==> src/sps_pkg.sv <==
// Shared types, constants and state encoding for the scanline polygon span unit.
`timescale 1ns / 1ps

package sps_pkg;

  // Coordinate width of columns and rows.
  localparam int COORD_W = 16;

  // Default vertex store depth.
  localparam int MAX_VERTICES_DEF = 8;

  // Quotient magnitude bits of the crossing division; one bit is resolved per cycle.
  localparam int DIV_STEPS = 16;
  localparam int DCNT_W    = $clog2(DIV_STEPS);

  // Operation codes of an input item.
  localparam logic OP_LOAD  = 1'b0;
  localparam logic OP_QUERY = 1'b1;

  typedef enum logic [3:0] {
    ST_IDLE,
    ST_LOAD,
    ST_FETCH,
    ST_EDGE,
    ST_MUL,
    ST_DIV_LOAD,
    ST_DIV,
    ST_ACC,
    ST_DONE
  } sps_state_t;

  // Commands from the controller to the datapath.
  typedef struct packed {
    logic capture;
    logic load;
    logic fetch;
    logic edge_eval;
    logic step;
    logic mul;
    logic div_init;
    logic div_step;
    logic acc;
    logic publish;
  } sps_cmd_t;

  // Status from the datapath to the controller.
  typedef struct packed {
    logic count_zero;
    logic store_full;
    logic edge_hit;
    logic last_edge;
    logic div_done;
    logic out_busy;
  } sps_sts_t;

endpackage

==> src/sps_ctrl.sv <==
// Controller state machine that sequences loads, edge walks and the crossing division.
`timescale 1ns / 1ps

module sps_ctrl (
  input  logic             clk,
  input  logic             rst_n,
  input  logic             in_valid,
  input  logic             in_operation,
  input  logic             out_ready,
  input  sps_pkg::sps_sts_t sts,
  output logic             in_ready,
  output sps_pkg::sps_cmd_t cmd
);
  import sps_pkg::*;

  sps_state_t state_r;
  sps_state_t state_nxt;

  always_ff @(posedge clk) begin
    if (!rst_n) begin
      state_r <= ST_IDLE;
    end else begin
      state_r <= state_nxt;
    end
  end

  always_comb begin
    state_nxt = state_r;
    unique case (state_r)
      ST_IDLE: begin
        if (in_valid) begin
          if (in_operation == OP_LOAD) begin
            state_nxt = ST_LOAD;
          end else if (sts.count_zero) begin
            state_nxt = ST_DONE;
          end else begin
            state_nxt = ST_FETCH;
          end
        end
      end
      ST_LOAD: begin
        state_nxt = sts.store_full ? ST_DONE : ST_IDLE;
      end
      ST_FETCH: begin
        state_nxt = ST_EDGE;
      end
      ST_EDGE: begin
        if (sts.edge_hit) begin
          state_nxt = ST_MUL;
        end else if (sts.last_edge) begin
          state_nxt = ST_DONE;
        end else begin
          state_nxt = ST_FETCH;
        end
      end
      ST_MUL: begin
        state_nxt = ST_DIV_LOAD;
      end
      ST_DIV_LOAD: begin
        state_nxt = ST_DIV;
      end
      ST_DIV: begin
        if (sts.div_done) begin
          state_nxt = ST_ACC;
        end
      end
      ST_ACC: begin
        state_nxt = sts.last_edge ? ST_DONE : ST_FETCH;
      end
      ST_DONE: begin
        if (!sts.out_busy || out_ready) begin
          state_nxt = ST_IDLE;
        end
      end
      default: begin
        state_nxt = ST_IDLE;
      end
    endcase
  end

  always_comb begin
    cmd      = '0;
    in_ready = 1'b0;
    unique case (state_r)
      ST_IDLE: begin
        in_ready    = 1'b1;
        cmd.capture = in_valid;
      end
      ST_LOAD: begin
        cmd.load = 1'b1;
      end
      ST_FETCH: begin
        cmd.fetch = 1'b1;
      end
      ST_EDGE: begin
        cmd.edge_eval = 1'b1;
        cmd.step      = !sts.edge_hit && !sts.last_edge;
      end
      ST_MUL: begin
        cmd.mul = 1'b1;
      end
      ST_DIV_LOAD: begin
        cmd.div_init = 1'b1;
      end
      ST_DIV: begin
        cmd.div_step = 1'b1;
      end
      ST_ACC: begin
        cmd.acc  = 1'b1;
        cmd.step = !sts.last_edge;
      end
      ST_DONE: begin
        cmd.publish = !sts.out_busy || out_ready;
      end
      default: begin
        cmd = '0;
      end
    endcase
  end

  // The division always runs its full number of steps once started.
  assert property (@(posedge clk) disable iff (!rst_n)
    (state_r == ST_DIV && !sts.div_done) |=> (state_r == ST_DIV))
    else $error("division left before its last step");

  // A crossing is only computed for an edge that was just found to cover the row.
  assert property (@(posedge clk) disable iff (!rst_n)
    (state_r == ST_MUL) |-> ($past(state_r) == ST_EDGE && $past(sts.edge_hit)))
    else $error("multiply entered without a hit edge");

endmodule

==> src/sps_datapath.sv <==
// Datapath: vertex store, edge registers, multiplier, divider, span tracking and result register.
`timescale 1ns / 1ps

module sps_datapath #(
  parameter int MAX_VERTICES = sps_pkg::MAX_VERTICES_DEF
) (
  input  logic                                clk,
  input  logic                                rst_n,
  input  sps_pkg::sps_cmd_t                   cmd,
  output sps_pkg::sps_sts_t                   sts,
  input  logic                                in_operation,
  input  logic                                in_restart,
  input  logic signed [sps_pkg::COORD_W-1:0]  in_vertex_x,
  input  logic signed [sps_pkg::COORD_W-1:0]  in_vertex_y,
  input  logic signed [sps_pkg::COORD_W-1:0]  in_scan_row,
  input  logic                                out_ready,
  output logic                                out_valid,
  output logic signed [sps_pkg::COORD_W-1:0]  out_span_left,
  output logic signed [sps_pkg::COORD_W-1:0]  out_span_right,
  output logic                                out_span_found,
  output logic                                out_row_in_range,
  output logic                                out_overflow
);
  import sps_pkg::*;

  localparam int CW = $clog2(MAX_VERTICES + 1);
  localparam int AW = $clog2(MAX_VERTICES);
  localparam logic [CW-1:0] MAX_CNT = CW'(MAX_VERTICES);

  // Vertex store.
  logic signed [COORD_W-1:0] mem_x [MAX_VERTICES];
  logic signed [COORD_W-1:0] mem_y [MAX_VERTICES];
  logic signed [COORD_W-1:0] rd_x_r, rd_y_r;

  // Polygon bookkeeping.
  logic [CW-1:0]             count_r;
  logic signed [COORD_W-1:0] top_r, bottom_r;

  // Latched item.
  logic                      restart_r;
  logic signed [COORD_W-1:0] vx_r, vy_r, row_r;

  // Edge walk.
  logic [CW-1:0]             idx_r;
  logic signed [COORD_W-1:0] first_x_r, first_y_r, prev_x_r, prev_y_r, x0_r;
  logic signed [COORD_W:0]   dx_r, dyr_r, dy_r;
  logic signed [2*COORD_W+1:0] prod_r;

  // Divider.
  logic [COORD_W-1:0]        rem_r, quo_r, den_r;
  logic                      q_neg_r;
  logic [DCNT_W-1:0]         dcnt_r;

  // Span accumulation.
  logic signed [COORD_W-1:0] left_r, right_r;
  logic                      found_r, in_range_r, ovf_r;

  // Output register.
  logic                      out_valid_r;
  logic signed [COORD_W-1:0] out_left_r, out_right_r;
  logic                      out_found_r, out_in_range_r, out_ovf_r;

  // Load side.
  logic [CW-1:0] eff_count;
  logic          store_full;
  assign eff_count  = restart_r ? '0 : count_r;
  assign store_full = (eff_count >= MAX_CNT);

  // Edge end point: the wrap edge closes back to the first vertex.
  logic                      last_edge;
  logic signed [COORD_W-1:0] e_x, e_y, lo_y, hi_y;
  logic                      edge_hit;
  logic [AW-1:0]             rd_addr;
  assign last_edge = (idx_r == count_r);
  assign e_x       = last_edge ? first_x_r : rd_x_r;
  assign e_y       = last_edge ? first_y_r : rd_y_r;
  assign lo_y      = (e_y < prev_y_r) ? e_y : prev_y_r;
  assign hi_y      = (e_y < prev_y_r) ? prev_y_r : e_y;
  assign edge_hit  = (idx_r != '0) && (e_y != prev_y_r) && (row_r >= lo_y) && (row_r <= hi_y);
  assign rd_addr   = (idx_r < count_r) ? idx_r[AW-1:0] : '0;

  // Magnitudes for the divider.
  logic [2*COORD_W+1:0] prod_u, prod_abs;
  logic [COORD_W:0]     dy_u, dy_abs;
  assign prod_u   = prod_r;
  assign prod_abs = prod_r[2*COORD_W+1] ? ('0 - prod_u) : prod_u;
  assign dy_u     = dy_r;
  assign dy_abs   = dy_r[COORD_W] ? ('0 - dy_u) : dy_u;

  // One restoring division step.
  logic [COORD_W:0]   shifted;
  logic [COORD_W+1:0] diff;
  logic               ge;
  assign shifted = {rem_r, quo_r[COORD_W-1]};
  assign diff    = {1'b0, shifted} - {2'b00, den_r};
  assign ge      = !diff[COORD_W+1];

  // Crossing column.
  logic [COORD_W:0]          q_ext, q_sgn, x_sum;
  logic signed [COORD_W-1:0] x_new;
  assign q_ext = {1'b0, quo_r};
  assign q_sgn = q_neg_r ? ('0 - q_ext) : q_ext;
  assign x_sum = {x0_r[COORD_W-1], x0_r} + q_sgn;
  assign x_new = x_sum[COORD_W-1:0];

  always_comb begin
    sts            = '0;
    sts.count_zero = (count_r == '0);
    sts.store_full = store_full;
    sts.edge_hit   = edge_hit;
    sts.last_edge  = last_edge;
    sts.div_done   = (dcnt_r == DCNT_W'(DIV_STEPS - 1));
    sts.out_busy   = out_valid_r;
  end

  // Memory write and registered read.
  always_ff @(posedge clk) begin
    if (cmd.load && !store_full) begin
      mem_x[eff_count[AW-1:0]] <= vx_r;
      mem_y[eff_count[AW-1:0]] <= vy_r;
    end
  end

  always_ff @(posedge clk) begin
    if (cmd.fetch) begin
      rd_x_r <= mem_x[rd_addr];
      rd_y_r <= mem_y[rd_addr];
    end
  end

  // Control state.
  always_ff @(posedge clk) begin
    if (!rst_n) begin
      count_r     <= '0;
      top_r       <= '0;
      bottom_r    <= '0;
      idx_r       <= '0;
      out_valid_r <= 1'b0;
    end else begin
      if (cmd.load && !store_full) begin
        count_r <= eff_count + CW'(1);
        if (eff_count == '0) begin
          top_r    <= vy_r;
          bottom_r <= vy_r;
        end else begin
          if (vy_r < top_r) begin
            top_r <= vy_r;
          end
          if (vy_r > bottom_r) begin
            bottom_r <= vy_r;
          end
        end
      end
      if (cmd.capture) begin
        idx_r <= '0;
      end else if (cmd.step) begin
        idx_r <= idx_r + CW'(1);
      end
      if (cmd.publish) begin
        out_valid_r <= 1'b1;
      end else if (out_ready) begin
        out_valid_r <= 1'b0;
      end
    end
  end

  // Payload registers.
  always_ff @(posedge clk) begin
    if (cmd.capture) begin
      restart_r  <= in_restart;
      vx_r       <= in_vertex_x;
      vy_r       <= in_vertex_y;
      row_r      <= in_scan_row;
      left_r     <= '0;
      right_r    <= '0;
      found_r    <= 1'b0;
      ovf_r      <= 1'b0;
      in_range_r <= (in_operation == OP_QUERY) && (count_r != '0) &&
                    (in_scan_row >= top_r) && (in_scan_row <= bottom_r);
    end
    if (cmd.load && store_full) begin
      ovf_r <= 1'b1;
    end
    if (cmd.edge_eval) begin
      if (idx_r == '0) begin
        first_x_r <= rd_x_r;
        first_y_r <= rd_y_r;
      end
      prev_x_r <= e_x;
      prev_y_r <= e_y;
      x0_r     <= prev_x_r;
      dx_r     <= {e_x[COORD_W-1], e_x} - {prev_x_r[COORD_W-1], prev_x_r};
      dyr_r    <= {row_r[COORD_W-1], row_r} - {prev_y_r[COORD_W-1], prev_y_r};
      dy_r     <= {e_y[COORD_W-1], e_y} - {prev_y_r[COORD_W-1], prev_y_r};
    end
    if (cmd.mul) begin
      prod_r <= dx_r * dyr_r;
    end
    if (cmd.div_init) begin
      // The quotient magnitude never exceeds the column difference, so the upper
      // half of the numerator is already below the divisor.
      rem_r   <= prod_abs[2*COORD_W-1:COORD_W];
      quo_r   <= prod_abs[COORD_W-1:0];
      den_r   <= dy_abs[COORD_W-1:0];
      q_neg_r <= prod_r[2*COORD_W+1] ^ dy_r[COORD_W];
      dcnt_r  <= '0;
    end
    if (cmd.div_step) begin
      rem_r  <= ge ? diff[COORD_W-1:0] : shifted[COORD_W-1:0];
      quo_r  <= {quo_r[COORD_W-2:0], ge};
      dcnt_r <= dcnt_r + DCNT_W'(1);
    end
    if (cmd.acc) begin
      found_r <= 1'b1;
      if (!found_r || (x_new < left_r)) begin
        left_r <= x_new;
      end
      if (!found_r || (x_new > right_r)) begin
        right_r <= x_new;
      end
    end
    if (cmd.publish) begin
      out_left_r     <= left_r;
      out_right_r    <= right_r;
      out_found_r    <= found_r;
      out_in_range_r <= in_range_r;
      out_ovf_r      <= ovf_r;
    end
  end

  assign out_valid        = out_valid_r;
  assign out_span_left    = out_left_r;
  assign out_span_right   = out_right_r;
  assign out_span_found   = out_found_r;
  assign out_row_in_range = out_in_range_r;
  assign out_overflow     = out_ovf_r;

  assert property (@(posedge clk) disable iff (!rst_n)
    count_r <= MAX_CNT)
    else $error("vertex count above store depth");

  assert property (@(posedge clk) disable iff (!rst_n)
    (out_valid_r && out_found_r) |-> (out_left_r <= out_right_r))
    else $error("span left beyond span right");

  assert property (@(posedge clk) disable iff (!rst_n)
    (out_valid_r && out_ovf_r) |-> (!out_found_r && !out_in_range_r))
    else $error("overflow result carries span data");

endmodule

==> src/scanline_polygon_span.sv <==
// Top level of the scanline polygon span unit: controller plus datapath.
`timescale 1ns / 1ps

// This block holds a closed polygon of up to MAX_VERTICES signed 16-bit
// vertices and answers row queries with the leftmost and rightmost edge
// crossing on that row. A load item (operation 0) stores one vertex, with
// restart emptying the list first; it gives no result, unless the store is
// full, in which case the vertex is dropped and a result with overflow set
// follows. A query item (operation 1) walks the stored edges one at a time,
// closing from the last vertex back to the first, through a single-ported
// vertex memory with registered read data. Each edge is fetched and tested;
// for an edge that covers the row the unit then multiplies, sets up the
// bit-serial restoring divider, runs it to produce the crossing (truncated
// toward zero) and folds the crossing into the span. The divider dominates
// the time of a query in which edges cover the row. Items are handled one
// at a time; the finished result sits in an output register, so a new item
// is accepted while the previous result still waits to be taken. An empty
// store gives a result of all zeros.
module scanline_polygon_span #(
  parameter int MAX_VERTICES = sps_pkg::MAX_VERTICES_DEF
) (
  input  logic                               clk,
  input  logic                               rst_n,
  input  logic                               in_valid,
  output logic                               in_ready,
  input  logic                               in_operation,
  input  logic                               in_restart,
  input  logic signed [sps_pkg::COORD_W-1:0] in_vertex_x,
  input  logic signed [sps_pkg::COORD_W-1:0] in_vertex_y,
  input  logic signed [sps_pkg::COORD_W-1:0] in_scan_row,
  output logic                               out_valid,
  input  logic                               out_ready,
  output logic signed [sps_pkg::COORD_W-1:0] out_span_left,
  output logic signed [sps_pkg::COORD_W-1:0] out_span_right,
  output logic                               out_span_found,
  output logic                               out_row_in_range,
  output logic                               out_overflow
);
  import sps_pkg::*;

  sps_cmd_t cmd;
  sps_sts_t sts;

  // The controller sequences the item; it sees the datapath only through
  // the command and status structs.
  sps_ctrl u_ctrl (
    .clk          (clk),
    .rst_n        (rst_n),
    .in_valid     (in_valid),
    .in_operation (in_operation),
    .out_ready    (out_ready),
    .sts          (sts),
    .in_ready     (in_ready),
    .cmd          (cmd)
  );

  // The datapath owns the vertex memory, the arithmetic and the result register.
  sps_datapath #(
    .MAX_VERTICES (MAX_VERTICES)
  ) u_datapath (
    .clk              (clk),
    .rst_n            (rst_n),
    .cmd              (cmd),
    .sts              (sts),
    .in_operation     (in_operation),
    .in_restart       (in_restart),
    .in_vertex_x      (in_vertex_x),
    .in_vertex_y      (in_vertex_y),
    .in_scan_row      (in_scan_row),
    .out_ready        (out_ready),
    .out_valid        (out_valid),
    .out_span_left    (out_span_left),
    .out_span_right   (out_span_right),
    .out_span_found   (out_span_found),
    .out_row_in_range (out_row_in_range),
    .out_overflow     (out_overflow)
  );

endmodule

==> config.mk <==
export PLATFORM = sky130hd
export DESIGN_NAME = scanline_polygon_span
export DESIGN_NICKNAME = d
export VERILOG_FILES = /design/src/sps_pkg.sv /design/src/sps_ctrl.sv /design/src/sps_datapath.sv /design/src/scanline_polygon_span.sv
export SDC_FILE = /design/constraint.sdc
export NUM_CORES = 2
export LEC_CHECK = 0
export BUFFER_PORTS_ARGS = -buffer_cell sky130_fd_sc_hd__buf_2
export CAP_MARGIN = 20
export CORE_MARGIN = 3
export CORE_UTILIZATION = 35
export DETAILED_ROUTE_END_ITERATION = 8
export SYNTH_ARGS = -nofsm -noshare
export SYNTH_HDL_FRONTEND = slang
export SYNTH_SLANG_ARGS = --single-unit
==> constraint.sdc <==
create_clock -name clk -period 12 [get_ports clk]
set_clock_uncertainty 0.05 [all_clocks]
set_input_delay 0.6 -clock clk [delete_from_list [all_inputs] [get_ports clk]]
set_output_delay 0.6 -clock clk [all_outputs]
set_load 0.02 [all_outputs]
==> reports/results.txt <==
Max VDD drop - 116 uV
Nets@finish - 4748
Die area - 130000 um2
Hold Path Sink - u_datapath.vy_r[2]
Die width - 361 um
Most used DFF post-synth - edfxtp_1
Fin. max-slew vios - 0
CP peak stage delay - 0.66 ns
Post-CTS Hold Buffers - 0
Main area contributors after synthesis - edfxtp_1 (40%), fa_1 (14%), ha_1 (8.6%), inv_1 (4.2%), nand2_1 (3.7%)
Share of cells above drive strength 1 - 8.17%
Post-Syn Instances - 4032
Status - complete, no violations
Syn nets - 4689
P_leak - 19.2 nW
WP data required - 12.48 ns
Worst Setup End Kind - register
Worst path buffer plus inverter count - 3
Max Cap Violations - 0
Remaining global-route overflow - 0
Post-synth cell types - 81
Number of global-route vias before repair - 29625
# diodes - 0
Final Setup Violations - 0
Crit path arrival time - 8.17 ns
Routed len/inst - 18.3 um
Hold Crit Start - in_vertex_y[2]
Placed Area - 46500 um2
Least-Margin Pin Slew - 1.11 ns
Synth top area share - 40.2%
Complex-gate fraction of the synthesized area - 10.6%
Rel. slew slack - 25.8%
Min-Delay Path Class - input port to register
Top Ports - 91
RePlAce Congestion - 0.875
Synth Area in Simple Gates - 11.9%
Largest net degree at the start of global routing - 97
Ys Warns - 0
CTS Sinks - 669
Die height - 361 um
Xor/xnor share of the synthesized area - 3.12%
Final WL - 106 mm
Mapped Avg Cell Area - 10.9 um2
Clock Tree Root - clkbuf_16
Initial antenna violation count - 1
Drt initial violations - 1853
Sequential share of the synthesized area - 43.8%
1st-pass router iterations - 5
Mux cell area share after synthesis - 2.87%
First-pass GRT wire length - 169 mm
Reg2reg start - u_datapath.idx_r[0]
Final hold vios - 0
Row count - 129
Vias after detailed routing - 29311
Cell Area, Synth - 44100 um2
Setup TNS Final - 0 ns
Reg2reg setup slack - 4.31 ns
RSZ-0062 raised after global routing - no
Setup Buffers After CTS - 0
CTS HTree Levels - 3
Reg-to-reg endpoint - u_datapath.idx_r[1]
Design Area, Final - 49000 um2
Synth Area in Adders - 22.2%
Startpoint Class - register
Core ar. - 124000 um2
CP delay by family, top - compound AO/OA/AOI/OAI gates
Synth area leader - edfxtp_1
CTS buffer count - 75
Hold Path Depth - 1
Max Freq - 130 MHz
CTS resizes - 0
CTS tree - done
Syn-to-layout area delta - 11.0%
Post-layout min period - 7.69 ns
Clock slew at reported path FFs - 0.06 ns
DRC Markers - 0
Worst skew pair latency - 0.64 ns
Clock Tree Buf Depth - 3
PwrDens - 112 nW/um2
EDFF count, synth - 590
Largest family of logic cells by synthesized area - adder cells
Final ANT Viol Nets - 0
CP Class - register to register
Initial core utilization - 35.4%
HPWL Detailed - 76.4 mm
Critical path's slowest cell - dfxtp_4
Worst reg2reg path depth - 26
Tot GR Track Use - 16.3%
Asr flop ratio synth - 0%
Worst-path fanout max - 55
#FFs+latches synth - 669
Crit share post-route - 64.0%
DR vias/cell - 5.06
PortBufs - 90
cells by family (layout without fill, tap and decap cells):
kind of cell	after synthesis	after routing
flip-flops	669	669
buffers and inverters	641	760
AO/OA/AOI/OAI	728	728
multiplexers	122	122
AND/OR/NAND/NOR	1112	1112
XOR/XNOR	157	157
adder cells (fa/ha/maj)	603	603
per-layer routing:
layer / up-vias / GRT usage, % / routed length, um
li1: 14118 / - / -
met1: 14519 / 22.9 / 50600
met2: 555 / 26.7 / 48700
met3: 117 / 2.44 / 4630
met4: 2 / 3.37 / 1770
met5: - / 0 / 12
cells in the final DEF (no fill, tap or decap), types with 23 or more instances in the layout:
cell type	n
inv_1	487
dfxtp_1	78
buf_4	42
clkbuf_16	76
nor2_1	187
o21ai_0	254
o31ai_1	38
o221ai_1	63
buf_2	90
nor3_1	33
mux2_2	34
and2_1	142
a21o_1	44
nand2b_1	45
edfxtp_1	590
a21oi_1	167
fa_1	301
mux2i_1	88
xor2_1	33
ha_1	301
nand3_1	130
o21a_1	31
nand4_1	26
nand2_1	434
xnor2_1	124
nor2b_1	23
Yosys cell counts (124+ instances only):
library cell,instances
a21oi_1,168
nand2_1,437
edfxtp_1,590
o21ai_0,254
clkbuf_1,131
ha_1,302
nand3_1,130
inv_1,488
fa_1,301
xnor2_1,124
nor2_1,194
and2_1,143
through the flow:
step	utilization (%)	worst slack, ns	power, mW	hold slack [ns]	cells
floorplan	-	5.37	3.09	0.350	4032
CTS	39.3	4.34	5.56	0.0365	5786
global placement	37.3	4.44	3.25	0.367	5648
global route	39.4	3.77	5.74	0.0346	5788
finish	39.4	4.31	5.50	0.0776	5788
detailed placement	37.3	4.39	3.26	0.367	5649
area by class of cell:
cell class	count	area [um2]
repair buffers	135	828
clock inverters	50	495
fillers	11902	75500
multi-input cells	2722	22500
clock buffers	87	1970
well taps	1637	2050
inverters	488	1830
flip-flops and latches	669	19300
flip-flops by register name (all words and copies together), names as in the netlist, 17 cells and up:
register and cells:
u_datapath.dyr_r 17, u_datapath.dx_r 17, u_datapath.mem_y 128, u_datapath.mem_x 128, u_datapath.prod_r 33, u_datapath.dy_r 17
how the worst max path moves through the flow:
stage,startpoint,to,slack (ns),depth (start not counted)
final,u_datapath.idx_r[0],u_datapath.idx_r[1],4.31,26
after global routing,u_datapath.idx_r[0],u_datapath.idx_r[1],3.77,26
after CTS,u_datapath.idx_r[0],u_datapath.idx_r[1],4.34,26
after detailed placement,u_datapath.idx_r[0],u_datapath.idx_r[1],4.39,26
after global placement,u_datapath.idx_r[0],u_datapath.idx_r[1],4.44,26
after floorplan,u_ctrl.state_r[2],u_datapath.first_x_r[0],5.37,4
worst register-to-register path, stage by stage, from the launching register on:
cell and delay [ns]:
dfxtp_4 0.66, inv_1 0.24, ha_1 0.34, nand4_1 0.08, buf_4 0.45, mux2_2 0.49, ha_1 0.35, a21oi_1 0.15
nor2_1 0.07, o31ai_1 0.36, a21oi_1 0.15, o21a_1 0.24, o41ai_2 0.40, o311ai_2 0.21, nand2b_1 0.20, buf_4 0.23
o221ai_1 0.23, ha_1 0.27, a21o_1 0.16, a21o_1 0.17, a221o_1 0.34, a221oi_1 0.34, a21oi_1 0.14, a311oi_1 0.66
or3b_1 0.32, mux2i_1 0.21, nor2_1 0.05
where the power goes:
part | total (mW) | switching [mW] | internal, mW
logic | 0.570 | 0.336 | 0.234
clock network | 2.28 | 0.976 | 1.30
registers | 2.64 | 0.0504 | 2.59
total | 5.50 | 1.36 | 4.13
Note: power is estimated with default switching activity, not from simulation.
